### src/hw/rtl/lsbse_pkg.sv
// ----------------------------------------------------------------------------
// lsbse_pkg
// Shared types and codes of the LSB embed / extract core.
// ----------------------------------------------------------------------------
package lsbse_pkg;

    // Result status codes
    typedef enum logic [2:0] {
        STATUS_OK         = 3'd0,
        STATUS_FILE_SMALL = 3'd1,
        STATUS_IMG_SMALL  = 3'd2,
        STATUS_BAD_LEN    = 3'd3,
        STATUS_CORRUPT    = 3'd4
    } status_t;

    // Configuration register indexes
    localparam logic [1:0] CFG_MODE      = 2'd0;
    localparam logic [1:0] CFG_FILE_SIZE = 2'd1;
    localparam logic [1:0] CFG_MSG_LEN   = 2'd2;

    // Mode register values
    localparam logic MODE_EMBED   = 1'b0;
    localparam logic MODE_EXTRACT = 1'b1;

    localparam int LEN_W = 17;

endpackage

### src/hw/rtl/lsb_stego_embed_extract_core.sv
// ----------------------------------------------------------------------------
// lsb_stego_embed_extract_core
// LSB message embed / extract over the byte stream of an image file.
// ----------------------------------------------------------------------------
// The core takes one file byte per cycle while the result side accepts, and
// registers its result: the item sits in an input register while a single pass
// of compare and shift logic on the 32-bit position counter works out the
// result, which lands in an output register. In embed mode every item yields
// one result; in extract mode one result comes per eight message-carrying
// items, plus one error result where a check fails. The position counter
// wraps to zero after file_size items. Write the configuration only while no
// item is in flight.
module lsb_stego_embed_extract_core
    import lsbse_pkg::*;
#(
    parameter int HEADER_BYTES      = 54,
    parameter int MAX_MESSAGE_BYTES = 100000
)
(
    input  logic        clk,
    input  logic        rst_n,
    // configuration write channel
    input  logic        cfg_valid,
    output logic        cfg_ready,
    input  logic [1:0]  cfg_index,
    input  logic [31:0] cfg_data,
    // input items
    input  logic        s_axis_tvalid,
    output logic        s_axis_tready,
    input  logic [15:0] s_axis_tdata,   // [7:0] file_byte, [15:8] message_byte
    // result items
    output logic        m_axis_tvalid,
    input  logic        m_axis_tready,
    output logic [7:0]  m_axis_tdata,   // [7:0] out_byte
    output logic [2:0]  m_axis_tuser,   // [2:0] status
    output logic        m_axis_tlast
);

    localparam logic [31:0] HDR    = 32'(HEADER_BYTES);
    localparam logic [32:0] HDR_32 = 33'(HEADER_BYTES) + 33'd32;
    localparam logic [35:0] HDR36  = 36'(HEADER_BYTES);
    localparam logic [31:0] MAXL   = 32'(MAX_MESSAGE_BYTES);

    // configuration
    logic             mode_reg;
    logic [31:0]      fs_reg;
    logic [LEN_W-1:0] len_reg;

    // file state
    logic [31:0] pos_reg,  pos_next;
    logic [31:0] ls_reg,   ls_next;
    logic [7:0]  bs_reg,   bs_next;
    logic        el_reg,   el_next;

    // input stage
    logic        in_valid_reg;
    logic [7:0]  fb_reg;
    logic [7:0]  mb_reg;

    // output stage
    logic        out_valid_reg, out_valid_next;
    logic [7:0]  out_byte_reg;
    status_t     out_status_reg;
    logic        out_last_reg;

    // datapath
    logic        out_free;
    logic        work;
    logic [31:0] off;
    logic [31:0] fs_m1;
    logic [31:0] room;
    logic [31:0] len32;
    logic [20:0] need_enc;
    logic [35:0] dec_end;
    logic        pos_ge_hdr;
    logic        pos_zero;
    logic        in_len_field;
    logic        enc_in_msg;
    logic        dec_in_msg;
    logic        fs_lt_hdr;
    logic        fs_lt_hdr32;
    status_t     enc_status;
    status_t     dec_err;
    logic [7:0]  src;
    logic        res_valid;
    logic [7:0]  res_byte;
    status_t     res_status;
    logic        res_last;

    // handshakes
    assign cfg_ready     = 1'b1;
    assign out_free      = !out_valid_reg || m_axis_tready;
    assign work          = in_valid_reg && out_free;
    assign s_axis_tready = !in_valid_reg || out_free;

    assign m_axis_tvalid = out_valid_reg;
    assign m_axis_tdata  = out_byte_reg;
    assign m_axis_tuser  = out_status_reg;
    assign m_axis_tlast  = out_last_reg;

    // position and size decode
    assign off          = pos_reg - HDR;
    assign fs_m1        = fs_reg - 32'd1;
    assign room         = fs_reg - HDR;
    assign len32        = {{(32 - LEN_W){1'b0}}, len_reg};
    assign need_enc     = {1'b0, len_reg, 3'b000} + 21'd32;
    assign dec_end      = {1'b0, ls_reg, 3'b000} + 36'd32;
    assign pos_ge_hdr   = pos_reg >= HDR;
    assign pos_zero     = pos_reg == 32'd0;
    assign in_len_field = pos_ge_hdr && (off[31:5] == 27'd0);
    assign enc_in_msg   = pos_ge_hdr && (off[31:5] != 27'd0)
                          && ({4'b0, off} < {15'b0, need_enc});
    assign dec_in_msg   = pos_ge_hdr && (off[31:5] != 27'd0) && (ls_reg <= MAXL)
                          && ({4'b0, off} < dec_end);
    assign fs_lt_hdr    = fs_reg < HDR;
    assign fs_lt_hdr32  = {1'b0, fs_reg} < HDR_32;

    // embed status from the registers
    always_comb
    begin
        if (fs_lt_hdr)
            enc_status = STATUS_FILE_SMALL;
        else if (room < {11'b0, need_enc})
            enc_status = STATUS_IMG_SMALL;
        else
            enc_status = STATUS_OK;
    end

    // per-item result and next state
    always_comb
    begin
        ls_next    = ls_reg;
        bs_next    = bs_reg;
        el_next    = el_reg;
        src        = bs_reg;
        dec_err    = STATUS_OK;
        res_valid  = 1'b0;
        res_byte   = 8'd0;
        res_status = STATUS_OK;
        res_last   = 1'b0;

        if (mode_reg == MODE_EMBED)
        begin
            res_valid  = 1'b1;
            res_byte   = fb_reg;
            res_status = enc_status;
            if (enc_status == STATUS_OK)
            begin
                if (in_len_field)
                begin
                    // length, top bit first
                    res_byte = {fb_reg[7:1], len32[~off[4:0]]};
                end
                else if (enc_in_msg)
                begin
                    // fresh message byte on its top bit, else the shifter
                    src      = (off[2:0] == 3'd0) ? mb_reg : bs_reg;
                    res_byte = {fb_reg[7:1], src[7]};
                    bs_next  = {src[6:0], 1'b0};
                end
            end
            res_last = pos_reg == fs_m1;
        end
        else
        begin
            // file start: clear latch, check size
            if (pos_zero)
            begin
                el_next = 1'b0;
                if (fs_lt_hdr)
                    dec_err = STATUS_FILE_SMALL;
                else if (fs_lt_hdr32)
                    dec_err = STATUS_CORRUPT;
            end
            if (!el_next && dec_err == STATUS_OK)
            begin
                if (in_len_field)
                begin
                    // gather length
                    if (off[4:0] == 5'd0)
                        ls_next = {31'b0, fb_reg[0]};
                    else
                        ls_next = {ls_reg[30:0], fb_reg[0]};
                    if (off[4:0] == 5'd31)
                    begin
                        bs_next = 8'd0;
                        if (ls_next == 32'd0 || ls_next > MAXL)
                            dec_err = STATUS_BAD_LEN;
                        else if ({4'b0, fs_reg} <
                                 HDR36 + {1'b0, ls_next, 3'b000} + 36'd32)
                            dec_err = STATUS_CORRUPT;
                    end
                end
                else if (dec_in_msg)
                begin
                    // gather message bits, emit on every eighth
                    bs_next = {bs_reg[6:0], fb_reg[0]};
                    if (off[2:0] == 3'd7)
                    begin
                        res_valid  = 1'b1;
                        res_byte   = bs_next;
                        res_status = STATUS_OK;
                        res_last   = {4'b0, off} == (dec_end - 36'd1);
                    end
                end
            end
            if (dec_err != STATUS_OK)
            begin
                el_next    = 1'b1;
                res_valid  = 1'b1;
                res_byte   = 8'd0;
                res_status = dec_err;
                res_last   = 1'b1;
            end
        end

        // position wraps at file end
        pos_next = pos_reg + 32'd1;
        if (pos_next == fs_reg)
            pos_next = 32'd0;
        if (pos_next == 32'd0)
            el_next = 1'b0;
    end

    // output valid
    always_comb
    begin
        if (work)
            out_valid_next = res_valid;
        else if (m_axis_tready)
            out_valid_next = 1'b0;
        else
            out_valid_next = out_valid_reg;
    end

    // control and state registers
    always_ff @(posedge clk or negedge rst_n)
    begin
        if (!rst_n)
        begin
            mode_reg      <= MODE_EMBED;
            fs_reg        <= 32'd0;
            len_reg       <= '0;
            pos_reg       <= 32'd0;
            ls_reg        <= 32'd0;
            bs_reg        <= 8'd0;
            el_reg        <= 1'b0;
            in_valid_reg  <= 1'b0;
            out_valid_reg <= 1'b0;
        end
        else
        begin
            if (cfg_valid && cfg_ready)
            begin
                case (cfg_index)
                    CFG_MODE:      mode_reg <= cfg_data[0];
                    CFG_FILE_SIZE: fs_reg   <= cfg_data;
                    CFG_MSG_LEN:   len_reg  <= cfg_data[LEN_W-1:0];
                    default:       ;
                endcase
            end
            if (work)
            begin
                pos_reg <= pos_next;
                ls_reg  <= ls_next;
                bs_reg  <= bs_next;
                el_reg  <= el_next;
            end
            if (s_axis_tready)
                in_valid_reg <= s_axis_tvalid;
            out_valid_reg <= out_valid_next;
        end
    end

    // payload registers
    always_ff @(posedge clk)
    begin
        if (s_axis_tvalid && s_axis_tready)
        begin
            fb_reg <= s_axis_tdata[7:0];
            mb_reg <= s_axis_tdata[15:8];
        end
        if (work && res_valid)
        begin
            out_byte_reg   <= res_byte;
            out_status_reg <= res_status;
            out_last_reg   <= res_last;
        end
    end

endmodule

### config.mk
export PLATFORM = sky130hd
export DESIGN_NAME = lsb_stego_embed_extract_core
export DESIGN_NICKNAME = d
export VERILOG_FILES = /design/src/hw/rtl/lsbse_pkg.sv /design/src/hw/rtl/lsb_stego_embed_extract_core.sv
export SDC_FILE = /design/constraint.sdc
export NUM_CORES = 1
export LEC_CHECK = 0
export BUFFER_PORTS_ARGS = -buffer_cell sky130_fd_sc_hd__buf_4
export CORE_MARGIN = 1
export CORE_UTILIZATION = 25
export CTS_CLUSTER_SIZE = 14
export DETAILED_ROUTE_END_ITERATION = 8
export SLEW_MARGIN = 10
export SYNTH_ARGS = -nofsm -noshare
export SYNTH_HDL_FRONTEND = slang
export SYNTH_SLANG_ARGS = --single-unit
### constraint.sdc
create_clock -name clk -period 6.7 [get_ports clk]
set_clock_uncertainty 0.1 [all_clocks]
set_input_delay 0.335 -clock clk [delete_from_list [all_inputs] [get_ports clk]]
set_output_delay 0.335 -clock clk [all_outputs]
set_load 0.02 [all_outputs]
==> results of run 1 <==
[Yosys cell counts (56+ instances only)]
cell type,n,area [um^2]
nand4_1,63,394
o21ai_0,103,515
nor3_1,81,405
dfrtp_1,125,3130
nand2_1,218,818
nor2_1,113,424
clkbuf_1,110,413
xnor2_1,131,1150
nand3_1,78,390
a21oi_1,56,280
xor2_1,96,841
ha_1,105,1310
mux2_2,56,631
[worst paths after layout]
path / start / endpoint / slack (ns)
min in group asynchronous: rst_n / pos_reg[21]$_DFFE_PN0P_ / 0.33
worst max-delay path: fs_reg[11]$_DFFE_PN0P_ / bs_reg[3]$_DFFE_PN0P_ / 0.35
worst min-delay path: m_axis_tready / m_axis_tvalid$_DFFE_PN0P_ / 0.11
worst max register to register: fs_reg[11]$_DFFE_PN0P_ / bs_reg[3]$_DFFE_PN0P_ / 0.35
worst min register to register: bs_reg[7]$_DFFE_PN0P_ / bs_reg[7]$_DFFE_PN0P_ / 0.41
max in group asynchronous: rst_n / fs_reg[13]$_DFFE_PN0P_ / 4.95
[report_power, final]
part | switching (W) | internal [W]
sequential | 0.000249 | 0.00104
clock | 0.000466 | 0.000600
combinational | 0.000759 | 0.000562
total | 0.00147 | 0.00220
[kinds of logic (layout without fill, tap and decap cells)]
logic type	Yosys count	after routing	synth area share
AO/OA/AOI/OAI	376	376	0.161
XOR/XNOR	227	227	0.129
adder cells (fa/ha/maj)	105	105	0.0850
buffers and inverters	195	239	0.0489
flip-flops	153	153	0.257
multiplexers	81	81	0.0628
other	1	1	0.000243
AND/OR/NAND/NOR	762	762	0.257
[routing by layer]
metal	up-vias	wire (um)	GRT usage
met5	-	13	0
met3	112	4390	0.0404
met1	7193	25000	0.243
met2	605	24200	0.267
li1	7007	-	-
met4	2	2160	0.0824
[worst max-delay path, stage by stage, from the launching register on]
cell and delay, ns:
dfrtp_1 0.65, nor4_2 0.83, nand3_1 0.47, nor2_1 0.46, nand2_1 0.17, o21ai_0 0.17, nand2_1 0.14, ha_1 0.32
nand3_1 0.11, nor4_1 0.09, a2111oi_0 0.39, o21ai_0 0.18, a2111oi_1 0.94, a21oi_1 0.24, nand2_1 0.12, nor3_1 0.10
o21ai_4 0.41, mux2_4 0.34
[repair_timing]
item / 4_1_cts / 5_1_grt
hold buffers: 50 / 0
endpoints found under the hold margin: 134 / 0
resized for setup: 1 / 0
setup endpoints to repair: 8 / 0
[final cells by class]
type	count	area [um^2]
Clock buffer	17	425
Clock inverter	15	210
Fill cell	6413	42900
Inverter	55	206
Multi-Input combinational cell	1552	10700
Sequential cell	153	3970
Tap cell	782	978
Timing Repair Buffer	152	1270
[placed cells by master (no fill, tap or decap), types with 7 or more instances in the layout]
cell type        n
nor3b_1          7
o21ai_1         16
xnor2_1        131
clkbuf_16       17
and4_1          14
mux2_2          56
nor3_1          81
nand2b_1        19
inv_1           55
o211ai_1        13
mux2_4           8
nand4_1         63
a21o_1          34
nor2_1         113
nand2_1        218
dfrtp_1        125
a31oi_1         24
o21ai_0        103
a21oi_1         56
or4_1           13
or3_1           12
edfxtp_1        28
a211oi_1         7
ha_1           105
dlygate4sd3_1   50
and3_1          22
nor4_1          48
or2_2           11
o21a_1           9
xor2_1          96
o22ai_1         10
nand3_1         78
mux2i_1         13
a22o_1           7
and2_1          10
a41oi_1          8
nand3b_1        12
o31ai_1         30
buf_4          101
[metrics by stage]
step / util / total power, W / cell area, um^2
2_1_floorplan: - / 0.00209 / 15500
3_3_place_gp: 0.274 / 0.00253 / 16700
3_5_place_dp: 0.274 / 0.00256 / 16700
4_1_cts: 0.293 / 0.00368 / 17800
5_1_grt: 0.293 / 0.00387 / 17800
6_report: 0.293 / 0.00368 / 17800
==> results.ini, run 1 <==
[flow_run]
drv_cap=0

[routing]
drt-total-wl_um=55800
ant_nets=0
firstDrtPassIters=5
drc=0
initialDrtViolationCount=1256
wl_per_cell_um=20.5
vias=14900
vias_per_cell=5.47

[synth]
synth_seq_cells=153
synth_area_per_cell_um2=8.14
syn-instance-count=1900
synth-seq-area-share=0.257
synth_nets=2060
syn_area_um2=15500
yosysWarnings=0
synth_flop_cell=dfrtp_1
synth_edf_count=28
synth.distinct_cells=91
async_flop_share=0.817

[clocking]
clk_pin_slew_worst_paths_ns=0.07
cts_root_buffer=clkbuf_16
cts_buffers=17
cts.sinks=153
cts_tree=built
clockBufferDepth=2
clock_latency_ns=0.49
h-tree-depth=4
post-cts-setup-buffers=0

[die]
die_h_um=251
core_area_um2=60700
std_cell_rows=90
start_util=0.255
die-width_um=251
boundaryPins=70
die_area_um2=62800

[outcome]
status=finished, final reports clean

[sta]
finalSetupTns_ns=0
rsz0062_at_grt=false
fin_crit_ns=6.35
fin_hold_ws_ns=0.107
maxSlewViolCount=0
worst_pin_slew_ns=1.05
slew_headroom=0.283
fmax_mhz=157
timing_hold_violations_final=0
period_share=0.948
setup_viol=0
fin_ws_ns=0.351

[global_routing]
grt_usage=0.179
antenna_found_initial=1
grt_pass1_wl_um=85900
overflow=0
grt_pass1_vias=14100
grt_max_degree=70

[setup_path]
r2r_cells=17
worstPathMaxFanout=12
cp.required_ns=6.98
start_kind=flip-flop
critPathArrivalTime_ns=6.63
crit_path_end_kind=flip-flop
path_class=flip-flop to flip-flop

[placed_design]
place_ws_ns=-0.0157
port-buffer-count=68
dp.cells=2644
dp_hpwl_um=43200
gp_congestion=0.940

[hold_path]
worstHoldPathType=primary input to flip-flop
hold_depth=3

[cells_and_area]
stdcell_count=2726
final_nets=2091
area.growth.synth_to_final_pct=15.2
layout-drive-gt1-share=0.123
antennaDiodeCount=0

[pwr]
leakage_nw=6.69
ir_drop_mv=0.238
power_density_nw_per_um2=207

Note: power is estimated with default switching activity, not from simulation.
==> run 2, diff against run 1 <==
--- a/config.mk
+++ b/config.mk
@@ -7,7 +7,7 @@
 export LEC_CHECK = 0
 export BUFFER_PORTS_ARGS = -buffer_cell sky130_fd_sc_hd__buf_4
 export CORE_MARGIN = 1
-export CORE_UTILIZATION = 25
+export CORE_UTILIZATION = 34
 export CTS_CLUSTER_SIZE = 14
 export DETAILED_ROUTE_END_ITERATION = 8
 export SLEW_MARGIN = 10
==> run 2 against run 1 <==
Effect of this change:
- critical path depth rose by 6
- register-to-register slack better by 0.22 ns
- critical path type unchanged
- die area down 26%
- combinational power is 3% lower
- highest routed layer is now met4
- core utilization rose by 9.3 points
- maximum frequency up 3.6%
- sequential share of layout area is 0.76 points higher
==> results.ini, run 2 (same netlist as run 1, synthesis figures left out) <==
[die]
die_h_um=215  ; -14%
die-width_um=215  ; -14%
core_area_um2=44500  ; -27%
start_util=0.347  ; +0.0926
die_area_um2=46300  ; -26%
std_cell_rows=77  ; -14%
boundaryPins=70  ; unchanged

[cells_and_area]
final_common_cell=nand2_1
layout_common_cells=218 x nand2_1, 131 x xnor2_1, 125 x dfrtp_1
layout-drive-gt1-share=0.123  ; +0.000295
area.growth.synth_to_final_pct=11.4
post-route-util=0.387  ; +0.0935
final_nets=2062  ; -1.4%
stdcell_count=2507  ; -8.0%
fin_area_um2=17200  ; -3.3%
antennaDiodeCount=0  ; unchanged

[pwr]
p_clk_frac=0.280  ; -0.010
swShare=0.406  ; +0.00556
combPwrFrac=0.360  ; about the same
ir_drop_mv=0.175  ; -26%
seq_power_share=0.360  ; +0.009
switchingPower_w=0.00145  ; -1.6%
power_density_nw_per_um2=207  ; +0.39%
leakage_nw=6.56  ; -2.0%
p_int_w=0.00212  ; -3.8%

[global_routing]
grt_pass1_wl_um=83300  ; -3.0%
grt_pass1_vias=13900  ; -1.5%
antenna_found_initial=1  ; unchanged
overflow=0  ; unchanged
grt_max_degree=64  ; -8.6%
grt_usage=0.231  ; +0.0518

[sta]
maxSlewViolCount=0  ; unchanged
setup_viol=0  ; unchanged
fin_crit_ns=6.13  ; -0.220 ns
fin_hold_ws_ns=0.0172  ; -0.0900 ns
finalSetupTns_ns=0  ; unchanged
worst_pin_slew_ns=1.25  ; +0.204 ns
rsz0062_at_grt=false
period_share=0.915  ; -0.0328
slew_headroom=0.144  ; -0.140
timing_hold_violations_final=0  ; unchanged
fmax_mhz=163  ; +3.6%

[setup_path]
cp.required_ns=6.69  ; -0.29 ns
start_kind=flip-flop
worstPathMaxFanout=16  ; +4
path_class=flip-flop to flip-flop
critPathArrivalTime_ns=6.12  ; -0.51 ns
crit_path_end_kind=flip-flop
r2r-start=pos_reg[2]$_DFFE_PN0P_
rrSetupSlack_ns=0.57  ; +0.22 ns
r2r_cells=23  ; +6
r2r_end=m_axis_tuser[2]$_SDFFCE_PN0P_

[placed_design]
dpl_cell_area_um2=16400  ; -1.5%
port-buffer-count=68  ; unchanged
dp_hpwl_um=41400  ; -4.3%
dp.cells=2453  ; -7.2%
gp_congestion=0.945  ; +0.52%

[routing]
initialDrtViolationCount=1508  ; +20%
firstDrtPassIters=5  ; unchanged
drc=0  ; unchanged
wl_per_cell_um=21.4  ; +4.5%
drt-total-wl_um=53600  ; -3.9%
vias=14700  ; -1.4%
ant_nets=0  ; unchanged
vias_per_cell=5.87  ; +7.2%

[clocking]
cts_tree=built
h-tree-depth=4  ; unchanged
cts_root_buffer=clkbuf_16
ctsResizeCount=0  ; -1
cts.sinks=153  ; unchanged
cts_buffers=17  ; unchanged
clk_pin_slew_worst_paths_ns=0.09  ; +0.02 ns
clockBufferDepth=2  ; unchanged
clock_latency_ns=0.46  ; -0.03 ns

[flow_run]
drv_cap=0  ; unchanged

[outcome]
status=finished, final reports clean

[hold_path]
hold_start=cfg_data[11]
holdPathEnd=len_reg[11]$_DFFE_PN0P_
worstHoldPathType=primary input to flip-flop
hold_depth=2  ; -1

## run 2: per-layer routing
layer / vias up / GRT usage / wire length, um
met4: 0 / 0.0709 / 1410
met2: 540 / 0.356 / 23800
met1: 7155 / 0.326 / 24700
li1: 6940 / - / -
met5: - / 0 / 0
met3: 70 / 0.0386 / 3700
## run 2: per-stage QoR
step	total power [W]	setup WS [ns]
after global routing	0.00377	0.0257
after detailed placement	0.00254	0.654
after floorplan	0.00209	1.38
after global placement	0.00250	0.854
final	0.00357	0.570
after CTS	0.00356	0.616
## run 2: cell type report
cell class / instances / area [um^2]
repair buffers: 123 / 982
clock inverters: 14 / 154
clock buffers: 18 / 429
fillers: 4539 / 27300
flip-flops and latches: 153 / 3970
inverters: 55 / 206
well taps: 592 / 741
multi-input cells: 1552 / 10700
## run 2: worst max-delay path by stage
stage	depth (start not counted)	slack, ns	from	endpoint
2_1_floorplan	27	1.38	pos_reg[0]$_DFFE_PN0P_	m_axis_tdata[0]$_DFFE_PP_
3_3_place_gp	23	0.85	pos_reg[2]$_DFFE_PN0P_	m_axis_tdata[6]$_DFFE_PP_
3_5_place_dp	23	0.65	pos_reg[2]$_DFFE_PN0P_	m_axis_tdata[6]$_DFFE_PP_
4_1_cts	23	0.62	pos_reg[2]$_DFFE_PN0P_	m_axis_tdata[5]$_DFFE_PP_
5_1_grt	23	0.03	pos_reg[2]$_DFFE_PN0P_	m_axis_tuser[2]$_SDFFCE_PN0P_
6_report	23	0.57	pos_reg[2]$_DFFE_PN0P_	m_axis_tuser[2]$_SDFFCE_PN0P_
## run 2: timing repair
| item | in CTS | in global routing |
|---|---|---|
| hold buffers | 22 | 0 |
| hold endpoints to repair | 83 | 0 |
| setup buffers | 0 | 0 |
## run 2: power by group through the flow
stage / combinational (W) / clock, W / sequential (W)
finish: 0.00128 / 0.00100 / 0.00128
detailed placement: 0.00124 / 0 / 0.00129
global placement: 0.00121 / 0 / 0.00129
floorplan: 0.000940 / 0 / 0.00115
global route: 0.00141 / 0.00106 / 0.00130
CTS: 0.00126 / 0.00102 / 0.00128
## run 2: worst max-delay path, cell delays in order, from the launching register on
cell and delay, ns:
dfrtp_1 0.62, ha_1 0.50, xnor2_1 0.30, inv_1 0.16, nand2_1 0.11, nor2_1 0.12, nor2_1 0.22, ha_1 0.24
nor2_1 0.07, or3_1 0.45, nor3_1 0.30, nand3_1 0.21, nor2_1 0.18, xor2_1 0.16, ha_1 0.28, a21o_1 0.19
a21oi_1 0.19, nand3_1 0.10, a31oi_1 0.15, o31ai_1 0.12, nand3_1 0.18, a21oi_1 0.13, nand2b_1 0.14, and2_1 0.52
